### config.mk
export PLATFORM = sky130hd
export DESIGN_NAME = ata_pio_transfer_sequencer
export DESIGN_NICKNAME = d
export VERILOG_FILES = /design/src/hw/rtl/atapio_pkg.sv /design/src/hw/rtl/atapio_csr.sv /design/src/hw/rtl/atapio_core.sv /design/src/hw/rtl/atapio_out.sv /design/src/hw/rtl/ata_pio_transfer_sequencer.sv
export SDC_FILE = /design/constraint.sdc
export NUM_CORES = 1
export LEC_CHECK = 0
export BUFFER_PORTS_ARGS = -buffer_cell sky130_fd_sc_hd__clkbuf_2
export CORE_AREA = 2 2 189 191
export DETAILED_ROUTE_END_ITERATION = 12
export DIE_AREA = 0 0 191 193
export PLACE_DENSITY_LB_ADDON = 0.15
export SYNTH_ARGS = -nofsm -noshare
export SYNTH_HDL_FRONTEND = slang
export SYNTH_SLANG_ARGS = --single-unit
### constraint.sdc
create_clock -name clock -period 5.95 [get_ports clock]
set_input_delay 0 -clock clock [delete_from_list [all_inputs] [get_ports clock]]
set_output_delay 0 -clock clock [all_outputs]
set_load 0.1 [all_outputs]
### src/hw/rtl/atapio_pkg.sv
// Shared types, constants and result-list helpers for the ATA PIO transfer sequencer.
package atapio_pkg;

   localparam int SECTOR_WORDS_DEF        = 256;
   localparam int MAX_SECTORS_PER_CMD_DEF = 256;
   localparam int MAX_BLOCK_DEF           = 128;
   localparam int LIST_DEPTH              = 6;

   // request commands
   localparam logic [1:0] CMD_START = 2'd0;
   localparam logic [1:0] CMD_TICK  = 2'd1;
   localparam logic [1:0] CMD_DATA  = 2'd2;

   // result kinds
   localparam logic [1:0] KIND_REG  = 2'd0;
   localparam logic [1:0] KIND_DATA = 2'd1;
   localparam logic [1:0] KIND_DONE = 2'd2;

   // result codes
   localparam logic [2:0] RES_OK        = 3'd0;
   localparam logic [2:0] RES_RANGE     = 3'd1;
   localparam logic [2:0] RES_TIMEOUT   = 3'd2;
   localparam logic [2:0] RES_NO_DRQ    = 3'd3;
   localparam logic [2:0] RES_DRQ_AFTER = 3'd4;
   localparam logic [2:0] RES_WFAULT    = 3'd5;
   localparam logic [2:0] RES_DEV_ERR   = 3'd6;

   // task file register indexes
   localparam logic [3:0] TF_SC   = 4'd2;
   localparam logic [3:0] TF_SN   = 4'd3;
   localparam logic [3:0] TF_CL   = 4'd4;
   localparam logic [3:0] TF_CH   = 4'd5;
   localparam logic [3:0] TF_DH   = 4'd6;
   localparam logic [3:0] TF_CMD  = 4'd7;
   localparam logic [3:0] TF_DCTL = 4'd8;

   // status bits
   localparam int ST_BSY = 7;
   localparam int ST_DWF = 5;
   localparam int ST_DRQ = 3;
   localparam int ST_ERR = 0;

   localparam logic [7:0] DH_LBA_MODE   = 8'hE0;
   localparam logic [7:0] DC_SRST       = 8'h04;
   localparam logic [7:0] ATA_READ_SEC  = 8'h20;
   localparam logic [7:0] ATA_WRITE_SEC = 8'h30;
   localparam logic [7:0] ATA_READ_MUL  = 8'hC4;
   localparam logic [7:0] ATA_WRITE_MUL = 8'hC5;
   localparam logic [7:0] ATA_SET_MUL   = 8'hC6;

   // register indexes on the configuration port
   localparam logic [1:0] CSR_BLOCK_SIZE    = 2'd0;
   localparam logic [1:0] CSR_TOTAL_SECTORS = 2'd1;
   localparam logic [1:0] CSR_CMD_TIMEOUT   = 2'd2;
   localparam logic [1:0] CSR_RST_TIMEOUT   = 2'd3;

   typedef enum logic [2:0] {
      PH_IDLE,
      PH_WAIT_RESET,
      PH_WAIT_MULT,
      PH_WAIT_CMD,
      PH_DATA,
      PH_WAIT_BLOCK
   } phase_type;

   typedef struct packed {
      logic [7:0]  block_size;
      logic [27:0] total_sectors;
      logic [25:0] cmd_timeout;
      logic [25:0] reset_timeout;
   } cfg_type;

   typedef struct packed {
      logic [1:0]  kind;
      logic [3:0]  reg_index;
      logic [7:0]  reg_value;
      logic [15:0] word;
      logic [2:0]  code;
      logic [7:0]  err;
   } rsp_entry_type;

   typedef struct packed {
      logic [2:0]                           count;
      rsp_entry_type [LIST_DEPTH-1:0]       entry;
   } rsp_list_type;

   function automatic rsp_list_type push(rsp_list_type l, rsp_entry_type e);
      rsp_list_type r;
      r = l;
      r.entry[l.count] = e;
      r.count = l.count + 3'd1;
      return r;
   endfunction

   function automatic rsp_entry_type mk_reg(logic [3:0] idx, logic [7:0] val);
      rsp_entry_type e;
      e = '0;
      e.kind      = KIND_REG;
      e.reg_index = idx;
      e.reg_value = val;
      return e;
   endfunction

   function automatic rsp_entry_type mk_done(logic [2:0] code, logic [7:0] err);
      rsp_entry_type e;
      e = '0;
      e.kind = KIND_DONE;
      e.code = code;
      e.err  = err;
      return e;
   endfunction

   function automatic rsp_entry_type mk_data(logic [15:0] w);
      rsp_entry_type e;
      e = '0;
      e.kind = KIND_DATA;
      e.word = w;
      return e;
   endfunction

   // task file writes and the command for one transfer
   function automatic rsp_list_type issue(rsp_list_type l, logic [27:0] lba,
                                          logic [8:0] cnt, logic rd, logic multi);
      rsp_list_type r;
      logic [7:0]   op;
      r = l;
      if (multi) op = rd ? ATA_READ_MUL : ATA_WRITE_MUL;
      else       op = rd ? ATA_READ_SEC : ATA_WRITE_SEC;
      if (cnt != 9'd0) begin
         r = push(r, mk_reg(TF_SC, cnt[7:0]));
         r = push(r, mk_reg(TF_SN, lba[7:0]));
         r = push(r, mk_reg(TF_CL, lba[15:8]));
         r = push(r, mk_reg(TF_CH, lba[23:16]));
      end
      r = push(r, mk_reg(TF_DH, {4'h0, lba[27:24]} | DH_LBA_MODE));
      r = push(r, mk_reg(TF_CMD, op));
      return r;
   endfunction

endpackage

### src/hw/rtl/atapio_csr.sv
// Configuration registers behind the APB-style port.
module atapio_csr
   import atapio_pkg::*;
(
   input  logic        clock,
   input  logic        reset,
   input  logic        csr_psel,
   input  logic        csr_penable,
   input  logic        csr_pwrite,
   input  logic [3:0]  csr_paddr,
   input  logic [31:0] csr_pwdata,
   output logic [31:0] csr_prdata,
   output logic        csr_pready,
   output cfg_type     cfg
);

   cfg_type cfg_ff, cfg_in;
   logic    wr_en;

   assign csr_pready = 1'b1;
   assign wr_en      = csr_psel & csr_penable & csr_pwrite;
   assign cfg        = cfg_ff;

   always_comb begin
      cfg_in = cfg_ff;
      if (wr_en) begin
         case (csr_paddr[3:2])
            CSR_BLOCK_SIZE:    cfg_in.block_size    = csr_pwdata[7:0];
            CSR_TOTAL_SECTORS: cfg_in.total_sectors = csr_pwdata[27:0];
            CSR_CMD_TIMEOUT:   cfg_in.cmd_timeout   = csr_pwdata[25:0];
            CSR_RST_TIMEOUT:   cfg_in.reset_timeout = csr_pwdata[25:0];
            default:           cfg_in = cfg_ff;
         endcase
      end
   end

   always_comb begin
      case (csr_paddr[3:2])
         CSR_BLOCK_SIZE:    csr_prdata = {24'd0, cfg_ff.block_size};
         CSR_TOTAL_SECTORS: csr_prdata = {4'd0, cfg_ff.total_sectors};
         CSR_CMD_TIMEOUT:   csr_prdata = {6'd0, cfg_ff.cmd_timeout};
         CSR_RST_TIMEOUT:   csr_prdata = {6'd0, cfg_ff.reset_timeout};
         default:           csr_prdata = 32'd0;
      endcase
   end

   always_ff @(posedge clock) begin
      if (reset) begin
         cfg_ff.block_size    <= 8'd1;
         cfg_ff.total_sectors <= 28'd0;
         cfg_ff.cmd_timeout   <= 26'd10000000;
         cfg_ff.reset_timeout <= 26'd30000000;
      end else begin
         cfg_ff <= cfg_in;
      end
   end

endmodule

### src/hw/rtl/atapio_core.sv
// Sequencer state and the per-item result list.
module atapio_core
   import atapio_pkg::*;
#(
   parameter int SECTOR_WORDS        = SECTOR_WORDS_DEF,
   parameter int MAX_SECTORS_PER_CMD = MAX_SECTORS_PER_CMD_DEF,
   parameter int MAX_BLOCK           = MAX_BLOCK_DEF
) (
   input  logic         clock,
   input  logic         reset,
   input  cfg_type      cfg,
   input  logic         accept,
   input  logic [1:0]   req_command,
   input  logic [27:0]  req_lba,
   input  logic [8:0]   req_sector_count,
   input  logic         req_is_read,
   input  logic [7:0]   req_device_status,
   input  logic [7:0]   req_device_error,
   input  logic [15:0]  req_data_word,
   output rsp_list_type list
);

   localparam int WW = $clog2(SECTOR_WORDS + 1);
   localparam int BW = $clog2(MAX_BLOCK + 1);

   phase_type     phase_ff, phase_in;
   logic [25:0]   wait_ff, wait_in;
   logic          skip_ff, skip_in;
   logic [8:0]    left_ff, left_in;
   logic [BW-1:0] sib_ff, sib_in;
   logic [WW-1:0] wis_ff, wis_in;
   logic [27:0]   lba_ff, lba_in;
   logic [8:0]    cnt_ff, cnt_in;
   logic          dir_ff, dir_in;

   logic [7:0]    eff;
   logic          multi;
   logic [25:0]   wait_inc;
   logic [25:0]   limit;
   logic [WW-1:0] wis_inc;
   logic [BW-1:0] sib_inc;
   logic [8:0]    left_dec;
   logic          waiting;

   always_comb begin
      eff = (cfg.block_size == 8'd0) ? 8'd1 : cfg.block_size;
      if (eff > 8'(MAX_BLOCK)) eff = 8'(MAX_BLOCK);
   end

   assign multi    = (eff != 8'd1);
   assign wait_inc = wait_ff + 26'd1;
   assign limit    = (phase_ff == PH_WAIT_RESET) ? cfg.reset_timeout : cfg.cmd_timeout;
   assign wis_inc  = wis_ff + WW'(1);
   assign sib_inc  = sib_ff + BW'(1);
   assign left_dec = (left_ff != 9'd0) ? left_ff - 9'd1 : left_ff;
   assign waiting  = (phase_ff == PH_WAIT_RESET) || (phase_ff == PH_WAIT_MULT) ||
                     (phase_ff == PH_WAIT_CMD) || (phase_ff == PH_WAIT_BLOCK);

   always_comb begin
      phase_in = phase_ff;
      wait_in  = wait_ff;
      skip_in  = skip_ff;
      left_in  = left_ff;
      sib_in   = sib_ff;
      wis_in   = wis_ff;
      lba_in   = lba_ff;
      cnt_in   = cnt_ff;
      dir_in   = dir_ff;
      list     = '0;
      case (req_command)
         CMD_START: begin
            lba_in  = req_lba;
            cnt_in  = req_sector_count;
            dir_in  = req_is_read;
            left_in = req_sector_count;
            sib_in  = '0;
            wis_in  = '0;
            skip_in = 1'b1;
            wait_in = '0;
            if ((req_sector_count > 9'(MAX_SECTORS_PER_CMD)) ||
                (({1'b0, req_lba} + {20'd0, req_sector_count}) >
                 {1'b0, cfg.total_sectors})) begin
               list     = push(list, mk_done(RES_RANGE, 8'd0));
               phase_in = PH_IDLE;
               skip_in  = 1'b0;
            end else if (req_device_status[ST_BSY]) begin
               list     = push(list, mk_reg(TF_DCTL, DC_SRST));
               list     = push(list, mk_reg(TF_DCTL, 8'd0));
               phase_in = PH_WAIT_RESET;
            end else begin
               list     = issue(list, req_lba, req_sector_count, req_is_read, multi);
               phase_in = PH_WAIT_CMD;
            end
         end
         CMD_TICK: begin
            if (waiting) begin
               if (skip_ff) begin
                  skip_in = 1'b0;
               end else if (req_device_status[ST_BSY]) begin
                  wait_in = wait_inc;
                  if (wait_inc >= limit) begin
                     list     = push(list, mk_done(RES_TIMEOUT, 8'd0));
                     phase_in = PH_IDLE;
                     wait_in  = '0;
                  end
               end else if (phase_ff == PH_WAIT_RESET) begin
                  skip_in = 1'b1;
                  wait_in = '0;
                  if (multi) begin
                     list     = push(list, mk_reg(TF_SC, eff));
                     list     = push(list, mk_reg(TF_DH, DH_LBA_MODE));
                     list     = push(list, mk_reg(TF_CMD, ATA_SET_MUL));
                     phase_in = PH_WAIT_MULT;
                  end else begin
                     list     = issue(list, lba_ff, cnt_ff, dir_ff, multi);
                     phase_in = PH_WAIT_CMD;
                  end
               end else if (phase_ff == PH_WAIT_MULT) begin
                  list     = issue(list, lba_ff, cnt_ff, dir_ff, multi);
                  phase_in = PH_WAIT_CMD;
                  skip_in  = 1'b1;
                  wait_in  = '0;
               end else if (left_ff != 9'd0) begin
                  if (!req_device_status[ST_DRQ]) begin
                     list = push(list, mk_done(RES_NO_DRQ, req_device_status[ST_ERR] ?
                                                           req_device_error : 8'd0));
                     phase_in = PH_IDLE;
                     wait_in  = '0;
                  end else begin
                     phase_in = PH_DATA;
                     sib_in   = '0;
                     wis_in   = '0;
                  end
               end else begin
                  phase_in = PH_IDLE;
                  wait_in  = '0;
                  if (req_device_status[ST_DRQ])
                     list = push(list, mk_done(RES_DRQ_AFTER, 8'd0));
                  else if (req_device_status[ST_DWF])
                     list = push(list, mk_done(RES_WFAULT, 8'd0));
                  else if (req_device_status[ST_ERR])
                     list = push(list, mk_done(RES_DEV_ERR, req_device_error));
                  else
                     list = push(list, mk_done(RES_OK, 8'd0));
               end
            end
         end
         CMD_DATA: begin
            if (phase_ff == PH_DATA) begin
               list   = push(list, mk_data(req_data_word));
               wis_in = wis_inc;
               if (wis_inc >= WW'(SECTOR_WORDS)) begin
                  wis_in  = '0;
                  left_in = left_dec;
                  sib_in  = sib_inc;
                  // block done: wait for the device to turn around
                  if ((8'(sib_inc) >= eff) || (left_dec == 9'd0)) begin
                     phase_in = PH_WAIT_BLOCK;
                     skip_in  = 1'b1;
                     wait_in  = '0;
                  end
               end
            end
         end
         default: list = '0;
      endcase
   end

   always_ff @(posedge clock) begin
      if (reset) begin
         phase_ff <= PH_IDLE;
         wait_ff  <= '0;
         skip_ff  <= 1'b0;
         left_ff  <= '0;
         sib_ff   <= '0;
         wis_ff   <= '0;
         lba_ff   <= '0;
         cnt_ff   <= '0;
         dir_ff   <= 1'b0;
      end else if (accept) begin
         phase_ff <= phase_in;
         wait_ff  <= wait_in;
         skip_ff  <= skip_in;
         left_ff  <= left_in;
         sib_ff   <= sib_in;
         wis_ff   <= wis_in;
         lba_ff   <= lba_in;
         cnt_ff   <= cnt_in;
         dir_ff   <= dir_in;
      end
   end

endmodule

### src/hw/rtl/atapio_out.sv
// Result list register, drained one result per transfer.
module atapio_out
   import atapio_pkg::*;
(
   input  logic         clock,
   input  logic         reset,
   input  logic         load,
   input  rsp_list_type list,
   output logic         can_load,
   output logic         rsp_valid,
   input  logic         rsp_stall,
   output logic [1:0]   rsp_kind,
   output logic [3:0]   rsp_reg_index,
   output logic [7:0]   rsp_reg_value,
   output logic [15:0]  rsp_word_out,
   output logic [2:0]   rsp_result_code,
   output logic [7:0]   rsp_error_byte,
   output logic         rsp_last
);

   rsp_entry_type [LIST_DEPTH-1:0] entry_ff;
   logic [2:0]    count_ff, count_in;
   logic [2:0]    idx_ff, idx_in;
   logic          take;
   logic          at_last;
   rsp_entry_type cur;

   assign rsp_valid = (count_ff != 3'd0);
   assign take      = rsp_valid & ~rsp_stall;
   assign at_last   = (idx_ff == count_ff - 3'd1);
   assign can_load  = ~rsp_valid | (take & at_last);
   assign cur       = entry_ff[idx_ff];

   assign rsp_kind        = cur.kind;
   assign rsp_reg_index   = cur.reg_index;
   assign rsp_reg_value   = cur.reg_value;
   assign rsp_word_out    = cur.word;
   assign rsp_result_code = cur.code;
   assign rsp_error_byte  = cur.err;
   assign rsp_last        = at_last;

   always_comb begin
      count_in = count_ff;
      idx_in   = idx_ff;
      if (load) begin
         count_in = list.count;
         idx_in   = 3'd0;
      end else if (take) begin
         if (at_last) count_in = 3'd0;
         else         idx_in   = idx_ff + 3'd1;
      end
   end

   always_ff @(posedge clock) begin
      if (reset) begin
         count_ff <= 3'd0;
         idx_ff   <= 3'd0;
      end else begin
         count_ff <= count_in;
         idx_ff   <= idx_in;
      end
   end

   always_ff @(posedge clock) begin
      if (load) entry_ff <= list.entry;
   end

   a_count_bound: assert property (@(posedge clock) disable iff (reset)
      count_ff <= 3'(LIST_DEPTH)) else $error("result count overflow");

   a_idx_range: assert property (@(posedge clock) disable iff (reset)
      rsp_valid |-> (idx_ff < count_ff)) else $error("result index past end");

   a_no_drop: assert property (@(posedge clock) disable iff (reset)
      (rsp_valid && !at_last && !load) |=> rsp_valid)
      else $error("results dropped before last");

   a_load_safe: assert property (@(posedge clock) disable iff (reset)
      load |-> can_load) else $error("list loaded over pending results");

endmodule

### src/hw/rtl/ata_pio_transfer_sequencer.sv
// Host-side ATA PIO LBA28 transfer sequencer: top level.
// Each accepted input item is turned into a list of zero to six results
// (task-file writes, a forwarded data word or a done code) held in the output list
// register. Results leave one per cycle while rsp_stall is low; the next item is taken
// in the same cycle that the last result of the previous one is transferred, or at
// once when no results are pending; until then req_stall holds the input. Data words, and
// status ticks outside the soft-reset and SET MULTIPLE waits, give at most one result
// each and run at one item per cycle while rsp_stall is low; a start or a tick that
// ends the soft-reset or SET MULTIPLE wait gives up to six results, stalling the input.
module ata_pio_transfer_sequencer
   import atapio_pkg::*;
#(
   parameter int SECTOR_WORDS        = SECTOR_WORDS_DEF,
   parameter int MAX_SECTORS_PER_CMD = MAX_SECTORS_PER_CMD_DEF,
   parameter int MAX_BLOCK           = MAX_BLOCK_DEF
) (
   input  logic        clock,
   input  logic        reset,
   input  logic        req_valid,
   output logic        req_stall,
   input  logic [1:0]  req_command,
   input  logic [27:0] req_lba,
   input  logic [8:0]  req_sector_count,
   input  logic        req_is_read,
   input  logic [7:0]  req_device_status,
   input  logic [7:0]  req_device_error,
   input  logic [15:0] req_data_word,
   output logic        rsp_valid,
   input  logic        rsp_stall,
   output logic [1:0]  rsp_kind,
   output logic [3:0]  rsp_reg_index,
   output logic [7:0]  rsp_reg_value,
   output logic [15:0] rsp_word_out,
   output logic [2:0]  rsp_result_code,
   output logic [7:0]  rsp_error_byte,
   output logic        rsp_last,
   input  logic        csr_psel,
   input  logic        csr_penable,
   input  logic        csr_pwrite,
   input  logic [3:0]  csr_paddr,
   input  logic [31:0] csr_pwdata,
   output logic [31:0] csr_prdata,
   output logic        csr_pready
);

   cfg_type      cfg;
   rsp_list_type list;
   logic         can_load;
   logic         accept;

   assign req_stall = ~can_load;
   assign accept    = req_valid & can_load;

   atapio_csr u_csr (
      .clock       (clock),
      .reset       (reset),
      .csr_psel    (csr_psel),
      .csr_penable (csr_penable),
      .csr_pwrite  (csr_pwrite),
      .csr_paddr   (csr_paddr),
      .csr_pwdata  (csr_pwdata),
      .csr_prdata  (csr_prdata),
      .csr_pready  (csr_pready),
      .cfg         (cfg)
   );

   atapio_core #(
      .SECTOR_WORDS        (SECTOR_WORDS),
      .MAX_SECTORS_PER_CMD (MAX_SECTORS_PER_CMD),
      .MAX_BLOCK           (MAX_BLOCK)
   ) u_core (
      .clock             (clock),
      .reset             (reset),
      .cfg               (cfg),
      .accept            (accept),
      .req_command       (req_command),
      .req_lba           (req_lba),
      .req_sector_count  (req_sector_count),
      .req_is_read       (req_is_read),
      .req_device_status (req_device_status),
      .req_device_error  (req_device_error),
      .req_data_word     (req_data_word),
      .list              (list)
   );

   atapio_out u_out (
      .clock           (clock),
      .reset           (reset),
      .load            (accept),
      .list            (list),
      .can_load        (can_load),
      .rsp_valid       (rsp_valid),
      .rsp_stall       (rsp_stall),
      .rsp_kind        (rsp_kind),
      .rsp_reg_index   (rsp_reg_index),
      .rsp_reg_value   (rsp_reg_value),
      .rsp_word_out    (rsp_word_out),
      .rsp_result_code (rsp_result_code),
      .rsp_error_byte  (rsp_error_byte),
      .rsp_last        (rsp_last)
   );

endmodule
-- Word level (Yosys, flattened, before mapping)
Index checks and enable logic that the tools add are counted.
- $add $sub $neg: 13
- magnitude comparators: 19
- equality and inequality tests: 24
- multiplexer cells: 143
- bitwise operators: 10
- reduce and logical (&&, ||, !) cells: 37
- operators with widths (kind ; number):
    $mux W249 ; 28
    $bwmux W246 ; 6
    $pmux W249 S3 ; 1
    $mux W247 ; 3
    $demux W41 S3 ; 6
    $mux W26 ; 12
    $mux W41 ; 7
    $mux W8 ; 29
    $pmux W32 S4 ; 1
    $bmux W41 S3 ; 1
    $mux W9 ; 12
    $pmux W26 S3 ; 1
    $mux W3 ; 15
    $add A28 B9 Y29 ; 1
    $gt A29 B28 Y1 ; 1
    $lt A3 B4 Y1 const B ; 7
    $pmux W9 S3 ; 1
    $reduce_bool A9 Y1 ; 3
    $add A26 B1 Y26 const B ; 1
    $ge A26 B26 Y1 ; 1
    $pmux W8 S3 ; 1
    $add A3 B1 Y3 const B ; 7
    $ge A3 B1 Y1 const B ; 6
    $pmux W9 S2 ; 1
    other kinds (42) ; 94
- register bits after elaboration: 434
- output and inout port bits: 77
- word-level logic and storage cells: 297

-- Depth between registers and ports, before layout
- word-level depth: 24
- gate-level depth with buffers: 19
- depth with buffers taken out: 18

-- Hierarchy
A second synthesis with hierarchy kept.
- cells, all modules: 2229
- area total of the unflattened synthesis: 23827.9 um^2
- by module, submodules not included (module ; instances ; cells an instance ; area an instance (um^2) ; sequential area each (um^2)):
    atapio_core ; 1 ; 1346 ; 9897.0 ; 1881.8
    atapio_out ; 1 ; 478 ; 9676.8 ; 7507.2
    atapio_csr ; 1 ; 403 ; 4244.1 ; 1761.7
    ata_pio_transfer_sequencer ; 1 ; 2 ; 10.0 ; 0.0

-- Worst setup path after synthesis
OpenSTA, ideal clock, no wires.
- path kind: flip-flop to flip-flop
- from: register u_out.count_ff[0]
- to: register u_core.left_ff[2]
- library setup time: 132 ps
- arrival: 4981 ps
- path slack: 837 ps
- cell stages (with the launch flop): 11
- period minus slack after synthesis: 5113 ps
- cell sequence: dfxtp_1 inv_1 ha_1 nand2b_1 o41ai_1 and2_1 clkbuf_1 o211ai_1 clkbuf_1 o21ai_0 a21oi_1
- cells in the longest elaborated chain, start to end: 6
- elaborated cells between the ends (all ways): 9
- RTL lines (what ; RTL line ; text):
    start, declared ; atapio_out.sv:22 ; logic [2:0] count_ff, count_in;
    start signal, assigned ; atapio_out.sv:59 ; count_ff <= count_in;
    $reduce_bool A3 Y1 (*) ; atapio_out.sv:28 ; assign rsp_valid = (count_ff != 3'd0);
    via rsp_valid ; ata_pio_transfer_sequencer.sv:28 ; output logic rsp_valid,
    $and A1 B1 Y1 ; atapio_out.sv:29 ; assign take = rsp_valid & ~rsp_stall;
    $and A1 B1 Y1 ; atapio_out.sv:31 ; assign can_load = ~rsp_valid | (take & at_last);
    $or A1 B1 Y1 (*) ; atapio_out.sv:31 ;
    $and A1 B1 Y1 (*) ; ata_pio_transfer_sequencer.sv:52 ; assign accept = req_valid & can_load;
    via accept ; ata_pio_transfer_sequencer.sv:49 ; logic accept;
    $reduce_and A4 Y1 (no source line) (*) ; -- ;
    end signal, assigned ; atapio_core.sv:184 ; left_ff <= left_in;
    end, declared ; atapio_core.sv:29 ; logic [8:0] left_ff, left_in;
Mark *: on every way through the listed nets, which the timed path passes. The rest lies on a longest branch.
A chain may end at the register's enable or synchronous reset.

-- Worst setup path in the final report
- from: input port req_sector_count[0]
- to: register u_out.count_ff[2]
- cells in the longest elaborated chain, start to end: 11
- elaborated cells between the ends (all ways): 15
- RTL lines (what ; RTL line ; text):
    start, declared ; ata_pio_transfer_sequencer.sv:23 ; input logic [8:0] req_sector_count,
    parallel branches: the longest is 8 deep, another holds $add A28 B9 Y29 ; -- ;
    $mux W249 (*) ; atapio_core.sv:80 ; if ((req_sector_count > 9'(MAX_SECTORS_PER_CMD)) ||
    $pmux W249 S3 (*) ; atapio_core.sv:70 ; case (req_command)
    $mux W3 (*) ; atapio_out.sv:45 ; if (load) begin
Mark *: on every way between the ends. The select of a mux whose other input is x is not followed.

==> flow_summary.toml <==
[outcome]
status = "finished, final reports clean"

[placement]
dp_slack_ns = 1.22
dpl.hpwl_um = 32400
post-place-cells = 2356
gp_congestion = 0.877
portBuffers = 176

[power]
cellLeakagePower_nw = 7.40
powerDensity_nw_per_um2 = 252
seqPwrFrac_pct = 41.0
switching_share_pct = 28.5
pwr-share-clk_pct = 41.6
internal_power_mw = 3.39
p_sw_mw = 1.35
vdd_drop_max_uv = 228
comb_power_share_pct = 17.4

[sta]
slew_violations = 0
min_period_ns = 4.89
finalCritPeriodShare_pct = 82.1
hold_viol = 0
tightestPinTransition_ns = 1.23
skew_ns = 0.0139
setup_slack_ns = 1.06
rsz0062_at_grt = "false"
hold_ws_ns = 0.0185
slew_headroom_pct = 18.2
finalSetupViolCount = 0
fmax_mhz = 205
tns_ns = 0

[setup_path]
cp_max_fo = 8
cp-start-kind = "primary input"
path_cells = "dlygate4sd3_1 > clkbuf_2 > ha_1 > inv_1 > fa_1 > nor2b_1 > o31a_1 > nor4_1 > nor3_2 > nand3_1 > xnor2_1 > ha_1 > a211oi_1 > o21ai_0 > o211ai_1 > a22oi_1 > a2111oi_4 > nand3_1 > a311oi_1 > dlygate4sd3_1"
worstPathRequired_ns = 6.46
critical-path-max-stage-delay_ns = 0.58
arrival_ns = 5.40
cp-end-kind = "flip-flop"
critical_path.slowest_cell = "dlygate4sd3_1"
critPathKind = "in2reg"

[routing]
via_per_inst = 5.57
wl_um = 46200
vias = 13981
wl_per_cell_um = 18.4
dr.first_iter.drc_count = 1124
ant_nets = 0
drt-pass1-iter-count = 6
drc = 0

[die]
die_x_um = 191
coreArea_um2 = 35000
rows = 69
die_y_um = 193
ios = 192
start_util_pct = 44.3
die-area_um2 = 36900

[synthesis]
syn-mean-instance-area_um2 = 8.62
synth_cell_types = 77
synth_edf_count = 77
synthXorXnorAreaFrac_pct = 4.00
ys.flop_type = "dfxtp_1"
synth-seq-area-share_pct = 39.2
yosys.area_share.adder_pct = 6.76
synth_top_family_by_area = "simple AND/OR/NAND/NOR gates"
yosys_warnings = 0
ys_ff_latch = 265
netlist_instances = 1796
synth_async_sr_flop_share_pct = 0
synthMuxAreaShare_pct = 6.58
synth_area_um2 = 15500
synth_compound_area_share_pct = 15.9
synth_simple_gate_area_share_pct = 23.2

[global_routing]
grt_max_degree = 100
grt_pass1_wl_um = 72300
track_usage_pct = 24.6
grt_pass1_vias = 13128
overflow = 0
antenna_found_initial = 0

[finish]
fin_cells = 2512
finalNetCount = 2227
final_util_pct = 53.8
n_fill_cell = 3196
drive_above_1_share_pct = 15.5
diodes = 0
multi_input_comb_area_um2 = 8790
area_growth_pct = 21.6
seq_area_um2 = 6080

[clock_tree]
cts_max_path_buffers = 3
cts_tree = "built"
clock_sinks = 265
cts-htree-levels = 1
clk_latency_ns = 0.57
clkSlewWorstSetupHoldPaths_ns = 0.06
cts_root_buf = "clkbuf_16"
cts_buffers = 31

[hold_path]
hp-class = "in2reg"

[flow_run]
maxCapViolCount = 0
## per-stage QoR
| step | power, mW | instance area (um^2) |
|---|---|---|
| detailed placement | 2.75 | 16800 |
| CTS | 4.77 | 18800 |
| global route | 4.91 | 18800 |
| floorplan | 2.54 | 15500 |
| finish | 4.74 | 18800 |
| global placement | 2.74 | 16800 |
## power by group through the flow
stage / logic [mW] / clock network, mW / registers (mW)
4_1_cts: 0.822 / 2.00 / 1.94
6_report: 0.825 / 1.97 / 1.94
2_1_floorplan: 0.566 / 0 / 1.97
3_3_place_gp: 0.760 / 0 / 1.98
3_5_place_dp: 0.769 / 0 / 1.98
5_1_grt: 0.890 / 2.07 / 1.95
## worst max-delay path, delay by kind of cell
family          cells  cell delay, ns
compound gates      7            1.66
xor+xnor            1            0.21
fa+ha+maj           3            0.87
buf+inv             4            1.35
simple gates        5            1.30
## repair_timing
action                                 4_1_cts  5_1_grt
setup endpoints to repair                    0        0
endpoints found under the hold margin      193        0
hold buffers                               101        0
gates resized for setup                      0        0
setup buffers                                0        0
## cell type report
| type | instances | share of cell area [%] |
|---|---|---|
| Multi-Input combinational cell | 1364 | 46.7 |
| Clock buffer | 42 | 4.55 |
| Tap cell | 461 | 3.06 |
| Inverter | 64 | 1.28 |
| Timing Repair Buffer | 303 | 11.1 |
| Sequential cell | 265 | 32.3 |
| Clock inverter | 13 | 1.04 |
## metal layers
layer | vias up | global-route usage [%] | share of wire [%]
met1 | 6637 | 34.0 | 45
met3 | 71 | 2.01 | 5.6
met4 | 0 | 5.99 | 2.3
li1 | 6856 | - | -
met5 | - | 0 | 0
met2 | 417 | 41.9 | 47
## cells in the final DEF (no fill, tap or decap), types with 26 or more instances in the layout
cell / netlist / layout
nand2_1: 334 / 334
dfxtp_1: 188 / 188
a21oi_1: 186 / 186
clkbuf_2: 0 / 175
dlygate4sd3_1: 0 / 101
nor2_1: 90 / 88
ha_1: 82 / 82
edfxtp_1: 77 / 77
and2_1: 68 / 67
inv_1: 63 / 63
nand3_1: 55 / 55
o21ai_0: 52 / 52
a22o_1: 42 / 42
mux2i_1: 41 / 41
xnor2_1: 39 / 39
clkbuf_16: 0 / 31
xor2_1: 29 / 29
buf_4: 5 / 27
nor3_1: 29 / 26
## kinds of logic after synthesis
group	Yosys count
other cells	2
mux	78
flops	265
xor+xnor	69
fa+ha+maj	83
buf+inv	170
simple gates	738
compound gates	391
## final timing paths
| kind | from | to | slack [ns] | cells after the start |
|---|---|---|---|---|
| max | req_sector_count[0] | u_out.count_ff[2]$_SDFFE_PP0P_ | 1.06 | 20 |
| min | req_device_status[0] | u_out.entry_ff[6]$_SDFFCE_PP0P_ | 0.02 | 4 |
| max reg2reg | u_core.wait_ff[0]$_SDFFE_PP0P_ | u_core.phase_ff[0]$_SDFFE_PP0P_ | 1.16 | 16 |
| min reg2reg | u_core.lba_ff[13]$_SDFFE_PP0P_ | u_core.lba_ff[13]$_SDFFE_PP0P_ | 0.46 | 2 |
## flip-flops by register name, indices dropped and copies added (netlist names), 3 cells and up
register	flops
u_core.sib_ff	8
u_core.cnt_ff	9
u_core.phase_ff	3
u_csr.cfg	88
u_core.wait_ff	26
u_out.entry_ff	77
u_out.count_ff	3
u_core.left_ff	9
u_core.wis_ff	9
u_out.idx_ff	3
u_core.lba_ff	28
## synth_stat cells (all sizes together) (19+ instances only)
cell	n	share of area, %
clkbuf	89	2.2
nand3b	20	0.97
and3	19	0.77
mux2	20	1.5
nand3	55	1.8
nand2	334	8.1
inv	63	1.5
a22o	42	2.4
o21ai	53	1.7
xor2	29	1.6
nand4	21	0.85
and2	68	2.7
nor3	32	1.1
mux2i	41	2.7
ha	82	6.6
xnor2	39	2.2
nor2	90	2.2
dfxtp	188	24
a21oi	186	6.0
edfxtp	77	15
Note: power is estimated with default switching activity, not from simulation.
